`src/rtl/core/pib_pkg.sv`:
```
// Shared types, constants and fixed-point helpers for the particle integrate unit.
package pib_pkg;

   localparam int Q_W     = 32;
   localparam int DT_W    = 17;
   localparam int LIM_W   = 31;
   localparam int SQ_W    = 64;
   localparam int ROOT_W  = 32;
   localparam int NUM_W   = 62;
   localparam int CSR_IDX_W = 3;
   localparam int SQRT_STAGES = ROOT_W;
   localparam int DIV_STAGES  = LIM_W;
   localparam int SIDE_DEPTH  = SQRT_STAGES + DIV_STAGES + 1;
   localparam logic [16:0] DAMP_Q16 = 17'd59638;

   typedef enum logic [CSR_IDX_W-1:0] {
      CSR_TIME_STEP   = 3'd0,
      CSR_SPEED_LIMIT = 3'd1,
      CSR_BOX_X_LOW   = 3'd2,
      CSR_BOX_X_HIGH  = 3'd3,
      CSR_BOX_Y_LOW   = 3'd4,
      CSR_BOX_Y_HIGH  = 3'd5,
      CSR_BOX_Z_LOW   = 3'd6,
      CSR_BOX_Z_HIGH  = 3'd7
   } csr_idx_type;

   typedef logic signed [Q_W-1:0] q_type;

   typedef struct packed {
      logic                     vld;
      logic                     clamp;
      q_type [2:0]              pos;
      q_type [2:0]              vel;
      logic [2:0]               neg;
      logic [2:0][NUM_W-1:0]    mlim;
   } side_type;

   function automatic q_type sat32(input logic signed [63:0] v);
      q_type r;
      if (v > 64'sd2147483647) begin
         r = 32'sh7fffffff;
      end else if (v < -64'sd2147483648) begin
         r = 32'sh80000000;
      end else begin
         r = v[31:0];
      end
      return r;
   endfunction

   function automatic logic signed [63:0] rnd16(input logic signed [63:0] p);
      logic signed [63:0] s;
      s = p + 64'sd32768;
      return s >>> 16;
   endfunction

endpackage

```
`src/rtl/core/pib_isqrt.sv`:
```
// Pipelined integer square root, one result bit per register stage.
module pib_isqrt
   import pib_pkg::*;
(
   input  logic              clock,
   input  logic              en,
   input  logic [SQ_W-1:0]   x,
   output logic [ROOT_W-1:0] root
);

   logic [SQ_W-1:0]   x_ff    [SQRT_STAGES];
   logic [ROOT_W:0]   rem_ff  [SQRT_STAGES];
   logic [ROOT_W-1:0] root_ff [SQRT_STAGES];

   genvar k;
   generate
      for (k = 0; k < SQRT_STAGES; k++) begin : g_stage
         logic [SQ_W-1:0]   x_prev;
         logic [ROOT_W:0]   rem_prev;
         logic [ROOT_W-1:0] root_prev;
         logic [ROOT_W+2:0] r2;
         logic [ROOT_W+2:0] t;
         logic [ROOT_W+2:0] d;
         if (k == 0) begin : g_first
            assign x_prev    = x;
            assign rem_prev  = '0;
            assign root_prev = '0;
         end else begin : g_next
            assign x_prev    = x_ff[k-1];
            assign rem_prev  = rem_ff[k-1];
            assign root_prev = root_ff[k-1];
         end
         assign r2 = {rem_prev, x_prev[SQ_W-1 -: 2]};
         assign t  = {1'b0, root_prev, 2'b01};
         assign d  = r2 - t;
         always_ff @(posedge clock) begin
            if (en) begin
               x_ff[k] <= {x_prev[SQ_W-3:0], 2'b00};
               if (r2 >= t) begin
                  rem_ff[k]  <= d[ROOT_W:0];
                  root_ff[k] <= {root_prev[ROOT_W-2:0], 1'b1};
               end else begin
                  rem_ff[k]  <= r2[ROOT_W:0];
                  root_ff[k] <= {root_prev[ROOT_W-2:0], 1'b0};
               end
            end
         end
      end
   endgenerate

   assign root = root_ff[SQRT_STAGES-1];

endmodule

```
`config.mk`:
```
export PLATFORM = sky130hd
export DESIGN_NAME = pib_isqrt
export DESIGN_NICKNAME = d
export VERILOG_FILES = /design/src/rtl/core/pib_pkg.sv /design/src/rtl/core/pib_isqrt.sv
export SDC_FILE = /design/constraint.sdc
export NUM_CORES = 2
export LEC_CHECK = 0
export CORE_UTILIZATION = 58
export DETAILED_ROUTE_END_ITERATION = 6
export DONT_BUFFER_PORTS = 1
export PLACE_DENSITY_LB_ADDON = 0.3
export SKIP_LAST_GASP = 1
export SLEW_MARGIN = 30
export SYNTH_ARGS = -nofsm -noshare
export SYNTH_HDL_FRONTEND = slang
export SYNTH_MEMORY_MAX_BITS = 65536
export SYNTH_SLANG_ARGS = --single-unit
```
`constraint.sdc`:
```
create_clock -name clock -period 4.2 [get_ports clock]
set_input_delay 0.84 -clock clock [delete_from_list [all_inputs] [get_ports clock]]
set_output_delay 0.84 -clock clock [all_outputs]
set_load 0.01 [all_outputs]
```
==> summary.md <==
| Metric | Value |
|---|---|
| Status | `finished, final reports clean` |
| CTS clk-pin slew, worst paths | `60 ps` |
| Ys flop type | `edfxtp_1` |
| Drt first pass iters | `6` |
| Most numerous cell in the Yosys netlist | `edfxtp_1` |
| Post-Syn Nets | `9574` |
| Max stage delay on crit path | `560 ps` |
| RSZ-0062 raised after global routing | `false` |
| CP Cell Sequence | `or4_1, nor3_1, nand2b_1, or3_1, or4_1, nor3_2, inv_1, a2111o_1, buf_4, nand2_1, nor3_1, xor2_1` |
| Vias | `69087` |
| Seq pwr share | `47.4%` |
| Sw Ratio | `27.7%` |
| # placed instances | `11499` |
| Startpoint types | `flop` |
| Clock buffer depth | `4` |
| XOR/XNOR Fraction of Synth Area | `6.00%` |
| Post-Layout Cell Count | `12034` |
| Seq/Total Area, Yosys | `64.8%` |
| Combinational power share | `20.2%` |
| Largest net degree at the start of global routing | `210` |
| Post-synth EDFFs | `2494` |
| IO Port Bufs | `0` |
| Adder-Cell Fraction of Synth Area | `6.08%` |
| Max Cap Viol | `0` |
| Synth cell count leaders | `edfxtp_1, inv_1, nand2_1, o21ai_0, ha_1` |
| Psw | `0.0197 W` |
| VDD IR max | `0.465 mV` |
| Clk sinks | `2495` |
| Synth Area in Compound Gates | `9.62%` |
| Wire per inst | `19.2 µm` |
| Syn-to-layout area delta | `11.3%` |
| Root buffer cell | `clkbuf_16` |
| Tot Pwr | `0.0713 W` |
| Mux share of post-synthesis cell area | `0.543%` |
| WL final | `231000 µm` |
| CTS Buf Count | `276` |
| Worst path top cell family by delay | `simple AND/OR/NAND/NOR gates` |
| PwrDens | `554 nW/µm²` |
| CP Capture Type | `flop` |
| Antenna-violating nets left | `0` |
| Layout Skew | `53.1 ps` |
| Final cycle utilization of the critical path | `94.6%` |
| Top-area cell type share of the netlist area | `64.8%` |
| Die Wd | `449 µm` |
| Yosys warns | `0` |
| Fin nets | `9834` |
| Final Critical Period | `3970 ps` |
| Final Cell Area | `129000 µm²` |
| Vias in the first global route | `67516` |
| Simple-Gate Fraction of Synth Area | `9.99%` |
| Leak | `49.1 nW` |
| Syn_area_per_cell | `12.9 µm²` |
| Cell type with the largest total area after synthesis | `edfxtp_1` |
| Die Area | `201000 µm²` |
| Core ar. | `198000 µm²` |
| Clk_lat worst skew | `910 ps` |
| Grt ovf | `0` |
| Post-Syn Instances | `8946` |
| Final Hold Viols | `0` |
| Dominant combinational cell family by area after synthesis | `simple AND/OR/NAND/NOR gates` |
| Post-DP HPWL | `165000 µm` |
| Io pins | `98` |
| Row count | `163` |
| Data required, critical path | `4810 ps` |
| Setup TNS | `0 ps` |
| WS Path Type | `flop to flop` |
| Initial antenna violation count | `2` |
| Initial core utilization | `58.5%` |
| CP max-delay cell | `or4_1` |
| Post-Syn Area | `116000 µm²` |
| Layout Utilization | `65.1%` |
| Worst path arrival time | `4580 ps` |
| Setup violation total in the final timing report | `0` |
| Via-per-instance ratio | `5.74` |
| Power share of the clock group | `32.4%` |
| Gp weighted congestion | `0.908` |
| TritonCTS clock tree | `yes` |
| Post-synth cell types | `85` |
| Pins Over Slew Limit | `0` |
| Dpl cell area | `119000 µm²` |
| Worst min-delay path class | `input port to flop` |
| Layout cells sized above 1 | `6.47%` |
| Slew HR | `36.7%` |
| CP Max Fanout | `22` |
| Height of the die | `449 µm` |
| First-pass GRT wire length | `365000 µm` |
| Worst Tran Pin Value | `926 ps` |
| Seq cells post-synth | `2495` |
| Drc violations | `0` |
| Async S/R FF share, synth | `0%` |
| Internal power | `0.0515 W` |
| Crit path buf inv count | `2` |
| Largest cells by area after synthesis | `edfxtp_1, ha_1, xnor2_1, xor2_1, o21ai_0` |
| Starting DRT DRC Count | `5968` |
| Max Fclk | `252 MHz` |
| Tot GR Track Use | `22.8%` |
| H-tree depth | `5` |
==> final timing paths <==
path | slack [ps] | from | depth (start not counted) | to
setup / recovery | 230 | rem_ff[0][314] | 12 | rem_ff[0][344]
hold / removal | 80 | x[2] | 0 | x_ff[0][2]
setup reg to reg | 230 | rem_ff[0][314] | 12 | rem_ff[0][344]
hold reg to reg | 380 | x_ff[1][490] | 0 | x_ff[1][554]
==> worst register-to-register path: cells and delay by family, from the launching register on <==
family          cells  cell delay [ps]
compound gates      1              370
xor+xnor            1              140
buf+inv             2              290
flops               1              460
simple gates        8             2420
==> final cells by class <==
type | count | area, µm²
diodes | 2 | 5.00
clock buffers | 340 | 7360
inverters | 714 | 2680
fillers | 14297 | 68900
multi-input cells | 5537 | 37400
flip-flops and latches | 2495 | 74900
clock inverters | 124 | 1200
well taps | 2640 | 3300
repair buffers | 182 | 1860
==> power groups by stage <==
stage | registers [W] | logic (W) | clock network [W]
2_1_floorplan | 0.0333 | 0.0109 | 0
3_3_place_gp | 0.0343 | 0.0139 | 0
3_5_place_dp | 0.0343 | 0.0142 | 0
4_1_cts | 0.0338 | 0.0143 | 0.0236
5_1_grt | 0.0341 | 0.0161 | 0.0246
6_report | 0.0338 | 0.0144 | 0.0231
==> per-stage QoR <==
step	hold slack (ps)	worst slack, ps
after floorplan	400	36.2
after global placement	400	192
after detailed placement	405	164
after CTS	15.5	151
after global routing	28.5	8.29
final	76.6	229
==> per-layer routing <==
metal | routed length, µm | GRT usage [%] | share of wire, %
met5 | 13 | 0 | 0.0056
met4 | 7280 | 7.60 | 3.1
met3 | 10400 | 2.90 | 4.5
met2 | 115000 | 39.1 | 50
met1 | 98500 | 30.0 | 43
==> sequential cells by signal, indices dropped and copies added, names as in the netlist <==
signal	count
rem_ff	975
x_ff	992
root_ff	528
==> layout by cell type (no fill, tap or decap), types with 60 or more instances in the layout <==
cell / synthesis / routed
nor2_1: 437 / 436
o21ai_0: 580 / 580
nor3_1: 208 / 204
nand4_1: 87 / 87
dlygate4sd3_1: 0 / 60
or3_1: 91 / 91
clkbuf_16: 0 / 286
nand3_1: 144 / 144
xor2_1: 394 / 394
o21a_1: 102 / 102
nand2_1: 682 / 682
inv_1: 713 / 713
xnor2_1: 398 / 398
edfxtp_1: 2494 / 2494
nor2b_1: 85 / 85
a21oi_1: 476 / 475
buf_4: 4 / 95
nor4_1: 111 / 109
nand2b_1: 136 / 136
a21o_1: 254 / 254
ha_1: 562 / 562
==> cell families after synthesis <==
group           count (synthesis)
flops                        2495
simple gates                 2310
compound gates               1814
buf+inv                       915
xor+xnor                      792
fa+ha+maj                     562
mux                            58
==> timing repair <==
action,in CTS,in global routing
setup endpoints to repair,0,33
endpoints found under the hold margin,60,0
setup buffers,0,5
hold buffers,60,0
gates resized for setup,0,3
No activity file was read; power rests on OpenSTA's default activity.
