**config.mk**
```make
export PLATFORM = sky130hd
export DESIGN_NAME = pib_div
export DESIGN_NICKNAME = d
export VERILOG_FILES = /design/src/rtl/core/pib_pkg.sv /design/src/rtl/core/pib_div.sv
export SDC_FILE = /design/constraint.sdc
export NUM_CORES = 2
export LEC_CHECK = 0
export BUFFER_PORTS_ARGS = -buffer_cell sky130_fd_sc_hd__buf_2
export CAP_MARGIN = 20
export CORE_AREA = 2 2 654 656
export DETAILED_ROUTE_END_ITERATION = 8
export DIE_AREA = 0 0 656 658
export HOLD_SLACK_MARGIN = 0.12
export PLACE_DENSITY = 0.56
export SLEW_MARGIN = 10
export SYNTH_ARGS = -nofsm -noshare
export SYNTH_HDL_FRONTEND = slang
export SYNTH_SLANG_ARGS = --single-unit
```
**constraint.sdc**
```tcl
create_clock -name clock -period 13.1 [get_ports clock]
set_clock_uncertainty 0.2 [all_clocks]
set_input_delay 1.965 -clock clock [delete_from_list [all_inputs] [get_ports clock]]
set_output_delay 1.965 -clock clock [all_outputs]
set_load 0.005 [all_outputs]
```
**src/rtl/core/pib_pkg.sv**
```systemverilog
// Shared types, constants and fixed-point helpers for the particle integrate unit.
package pib_pkg;

   localparam int Q_W     = 32;
   localparam int DT_W    = 17;
   localparam int LIM_W   = 31;
   localparam int SQ_W    = 64;
   localparam int ROOT_W  = 32;
   localparam int NUM_W   = 62;
   localparam int CSR_IDX_W = 3;
   localparam int SQRT_STAGES = ROOT_W;
   localparam int DIV_STAGES  = LIM_W;
   localparam int SIDE_DEPTH  = SQRT_STAGES + DIV_STAGES + 1;
   localparam logic [16:0] DAMP_Q16 = 17'd59638;

   typedef enum logic [CSR_IDX_W-1:0] {
      CSR_TIME_STEP   = 3'd0,
      CSR_SPEED_LIMIT = 3'd1,
      CSR_BOX_X_LOW   = 3'd2,
      CSR_BOX_X_HIGH  = 3'd3,
      CSR_BOX_Y_LOW   = 3'd4,
      CSR_BOX_Y_HIGH  = 3'd5,
      CSR_BOX_Z_LOW   = 3'd6,
      CSR_BOX_Z_HIGH  = 3'd7
   } csr_idx_type;

   typedef logic signed [Q_W-1:0] q_type;

   typedef struct packed {
      logic                     vld;
      logic                     clamp;
      q_type [2:0]              pos;
      q_type [2:0]              vel;
      logic [2:0]               neg;
      logic [2:0][NUM_W-1:0]    mlim;
   } side_type;

   function automatic q_type sat32(input logic signed [63:0] v);
      q_type r;
      if (v > 64'sd2147483647) begin
         r = 32'sh7fffffff;
      end else if (v < -64'sd2147483648) begin
         r = 32'sh80000000;
      end else begin
         r = v[31:0];
      end
      return r;
   endfunction

   function automatic logic signed [63:0] rnd16(input logic signed [63:0] p);
      logic signed [63:0] s;
      s = p + 64'sd32768;
      return s >>> 16;
   endfunction

endpackage

```
**src/rtl/core/pib_div.sv**
```systemverilog
// Pipelined restoring divider, one quotient bit per register stage.
module pib_div
   import pib_pkg::*;
(
   input  logic              clock,
   input  logic              en,
   input  logic [NUM_W-1:0]  num,
   input  logic [ROOT_W-1:0] den,
   output logic [LIM_W-1:0]  quo
);

   logic [LIM_W-1:0]  low_ff [DIV_STAGES];
   logic [ROOT_W-1:0] rem_ff [DIV_STAGES];
   logic [ROOT_W-1:0] den_ff [DIV_STAGES];
   logic [LIM_W-1:0]  quo_ff [DIV_STAGES];

   genvar k;
   generate
      for (k = 0; k < DIV_STAGES; k++) begin : g_stage
         logic [LIM_W-1:0]  low_prev;
         logic [ROOT_W-1:0] rem_prev;
         logic [ROOT_W-1:0] den_prev;
         logic [LIM_W-1:0]  quo_prev;
         logic [ROOT_W:0]   r2;
         logic [ROOT_W:0]   d;
         if (k == 0) begin : g_first
            assign low_prev = num[LIM_W-1:0];
            assign rem_prev = {1'b0, num[NUM_W-1:LIM_W]};
            assign den_prev = den;
            assign quo_prev = '0;
         end else begin : g_next
            assign low_prev = low_ff[k-1];
            assign rem_prev = rem_ff[k-1];
            assign den_prev = den_ff[k-1];
            assign quo_prev = quo_ff[k-1];
         end
         assign r2 = {rem_prev, low_prev[LIM_W-1]};
         assign d  = r2 - {1'b0, den_prev};
         always_ff @(posedge clock) begin
            if (en) begin
               low_ff[k] <= {low_prev[LIM_W-2:0], 1'b0};
               den_ff[k] <= den_prev;
               if (r2 >= {1'b0, den_prev}) begin
                  rem_ff[k] <= d[ROOT_W-1:0];
                  quo_ff[k] <= {quo_prev[LIM_W-2:0], 1'b1};
               end else begin
                  rem_ff[k] <= r2[ROOT_W-1:0];
                  quo_ff[k] <= {quo_prev[LIM_W-2:0], 1'b0};
               end
            end
         end
      end
   endgenerate

   assign quo = quo_ff[DIV_STAGES-1];

endmodule
```
==> impl_results.md <==
- Status: finished, violations left
- Violated checks: design-rule violations
- Deepest clock path buffer count: 4
- Worst EP arrival: approximately 5.7 ns
- Die W: around 660 um
- # IOs: roughly 130
- DRC: 4
- PD cells: approximately 240 nW/um2
- Post-synth ARST share: 0%
- Kind of launch point of the worst setup path: input pin
- Clk slew on worst S/H paths: ~0.060 ns
- Clk Latency, worst-skew pair: ~0.93 ns
- Post-CTS Setup Bufs: 0
- Unrepaired setup endpoints after global routing: no
- Number of global-route vias before repair: ~90,000
- Net Sw Power: between 10 and 15 mW
- Maxcap violations: 0
- CTS sink count: 2,881
- Comb power frac: approximately two fifths
- Layout cells sized above 1: around 8.6%
- Drt total wl: 329.3 mm
- # rows: between 200 and 250
- Reg2Reg Depth: 13
- Cts hold-fix bufs: 0
- Layout fillers: 40,671
- Crit path launch: num[30]
- Net Sw Frac: between 30% and 40%
- Hold crit path type: reg2reg
- Root buffer cell: clkbuf_16
- Pin count of the biggest net entering global routing: 183
- CTS tree: built
- Core footprint: ~430,000 um2
- Beginning of the worst hold path: low_ff[0][387]
- RR Endpoint: rem_ff[1][291]
- Clock network power share: a little under a quarter
- Routed vias: around 92,000
- Max IR drop VDD: between 0.1 and 0.15 mV
- CTS Buf Count: between 300 and 400
- Starting density of the core: a little over a third
- Crit path kind: in2reg
- Seq cells post-synth: between 2,000 and 3,000
- Slew Viols, Final: 0
- Top_reg_cell synth: edfxtp_1
- P&R area growth vs syn: 12.60%
- Total GRT Usage: between 10 and 15%
- Nets@finish: approximately 14,000
- Hpwl dp: ~240 mm
- Routability Congestion: a little over 0.9
- Rel. slew slack: 21.32%
- Sequential share of power: a little over a third
- Area of the multi-input gates: 55,800 um2
- Sequential cell area fraction in the yosys report: between 50% and 60%
- Slew @ Worst Pin: ~1.2 ns
- Storage cell area: 86,500 um2
- Antenna violations before repair: 15
- Achievable Freq: 189.3 MHz
- Setup TNS: 0 ns
- GRT overflow: 0
- WHS Path Cells: 0
- Die area: roughly 430,000 um2
- Slack of the critical path: 7.818 ns
- Endpoints failing setup: 0
- Antenna viol nets, final: 0
- Reg2reg start: den_ff[1][283]
- Synthesized instance count: about 12,000
- Post-synth EDFFs: 2,880
- Mapped Area: around 150,000 um2
- Global-route wire length before repair: roughly 510 mm
- Final hold vios: 0
- Leak: ~66 nW
- DRC violation total after the first TritonRoute iteration: ~6,000
- Min Clock Period, post-route: between 5 and 6 ns
- Cell variety after synth: 90
- CP Data Required Time: about 14 ns
- P_int: approximately 26 mW
- Syn avg cell area: about 12 um2
- Dpl ws: ~6.9 ns
- FF-to-FF setup slack: 8.03 ns
- Critical Path Sink Type: flop
- Worst Path Max Fanout: 46
- Post-Syn Nets: about 13,000
- IO buf count: approximately 130
- Wire length per cell: 17.77 um
- Die boundary height: around 660 um
- H-tree levels: 5
- Warnings from Yosys: 0
- Hold endpoint: low_ff[0][418]
- DR pass1 iterations: 8
- Final period utilization: 40.32%
- Post_cts resized: 0
- Vias per cell: 4.954
==> flip-flops by register name (all words and copies together), names as in the netlist <==
register and cells:
quo_ff 496, den_ff 960, rem_ff 960, low_ff 465
==> synthesized netlist by cell type (24+ instances only) <==
cell type	n	area, um2
mux2_4	28	420.4
nor2b_1	116	725.7
and2_1	47	294.0
mux2_2	287	3232
a221oi_1	30	262.8
a211oi_1	56	420.4
or3_1	36	225.2
nor4_1	36	225.2
a31o_2	24	210.2
edfxtp_1	2880	86480
o21bai_1	124	930.9
a21oi_1	1027	5140
a21boi_0	26	195.2
clkbuf_1	264	991.0
and3_1	80	500.5
o21ai_0	832	4164
nand4_1	146	913.4
nor3_1	116	580.6
xor2_1	342	2995
o21a_1	112	840.8
o31ai_1	75	563.0
a31oi_1	81	506.7
xnor2_1	481	4213
ha_1	992	12410
nor2_1	635	2384
nand2b_1	125	782.0
o211ai_1	37	277.8
or2_2	31	193.9
o31a_1	24	210.2
inv_1	1259	4726
nand2_1	886	3326
a21o_1	528	3964
nand3_1	178	890.9
fa_1	30	600.6
==> power by group through the flow <==
stage               Sequential [mW]  Combinational, mW  Clock (mW)
finish                         14.4               15.6        9.49
CTS                            14.5               15.6        9.80
global placement               14.7               15.4           0
floorplan                      13.9               12.2           0
global route                   14.6               17.5        10.1
detailed placement             14.7               15.5           0
==> cell usage in the layout (no fill, tap or decap), types with 44 or more instances in the layout <==
cell	synthesis	layout
a211oi_1	56	56
a21o_1	528	528
a21oi_1	1027	1020
a31oi_1	81	80
and2_1	47	47
and3_1	80	80
buf_2	18	125
buf_4	0	57
bufinv_16	0	44
clkbuf_1	264	51
clkbuf_16	0	338
clkinv_1	1	69
clkinv_2	0	58
edfxtp_1	2880	2880
ha_1	992	992
inv_1	1259	1259
mux2_2	287	287
nand2_1	886	886
nand2b_1	125	125
nand3_1	178	178
nand4_1	146	146
nor2_1	635	634
nor2b_1	116	116
nor3_1	116	116
o21a_1	112	111
o21ai_0	832	831
o21bai_1	124	122
o31ai_1	75	75
xnor2_1	481	481
xor2_1	342	342
==> per-layer routing <==
metal	part of all wire [%]	track usage, %	vias up
met5	0	0	-
li1	-	-	45719
met3	3.7	1.852	596
met4	3.4	5.191	0
met2	49	26.26	1640
met1	43	18.68	43854
==> cell type report <==
cell class | instances | share of cell area (%)
antenna | 8 | 0.01201
clock buffer | 389 | 5.191
clock inverter | 217 | 1.529
inverter | 1261 | 2.840
multi-input combinational | 7895 | 33.48
sequential | 2881 | 51.91
tap | 5687 | 4.270
timing repair buffer | 193 | 0.7644
==> metrics by stage <==
stage	std cells	area [um2]	utilization (%)	hold slack, ns	power, mW
finish	18531	166600	39.19	0.1742	39.52
floorplan	12341	148000	-	0.2003	26.12
global placement	17917	155400	36.55	0.2000	30.04
detailed placement	17917	155400	36.55	0.2045	30.11
CTS	18523	166600	39.19	0.1589	39.87
global route	18531	166600	39.19	0.1867	42.27
==> worst max-delay path, cell delays in order <==
cell and delay (ns):
buf_2 0.11, inv_1 0.05, ha_1 0.15, inv_1 0.05
fa_1 0.40, a21o_1 0.20, a21oi_1 0.23, o21bai_1 0.13
a21oi_1 0.20, a21oi_1 0.14, a311oi_1 0.34, buf_4 0.20
nor4b_1 0.30, o31ai_1 0.17, o311ai_4 0.20, buf_4 0.47
mux2_2 0.40
==> how the worst max path moves through the flow <==
stage,endpoint,slack (ns),cells past startpoint
floorplan,rem_ff[0][18],7.62,15
finish,rem_ff[0][9],7.82,17
global route,rem_ff[0][9],7.66,17
global placement,rem_ff[0][1],6.84,17
CTS,rem_ff[0][9],7.91,17
detailed placement,rem_ff[0][9],6.91,17
==> cells by family (layout without fill, tap and decap cells) <==
kind of cell	count (synthesis)	count (layout)	share of synthesized area (%)
compound gates	3204	3204	13.36
xor+xnor	823	823	4.871
simple gates	2509	2509	7.903
flops	2881	2881	58.45
fa+ha+maj	1022	1022	8.793
mux	337	337	2.617
buf+inv	1565	2060	4.005
other cells	0	8	0
Power figures use the tool's default switching activity.
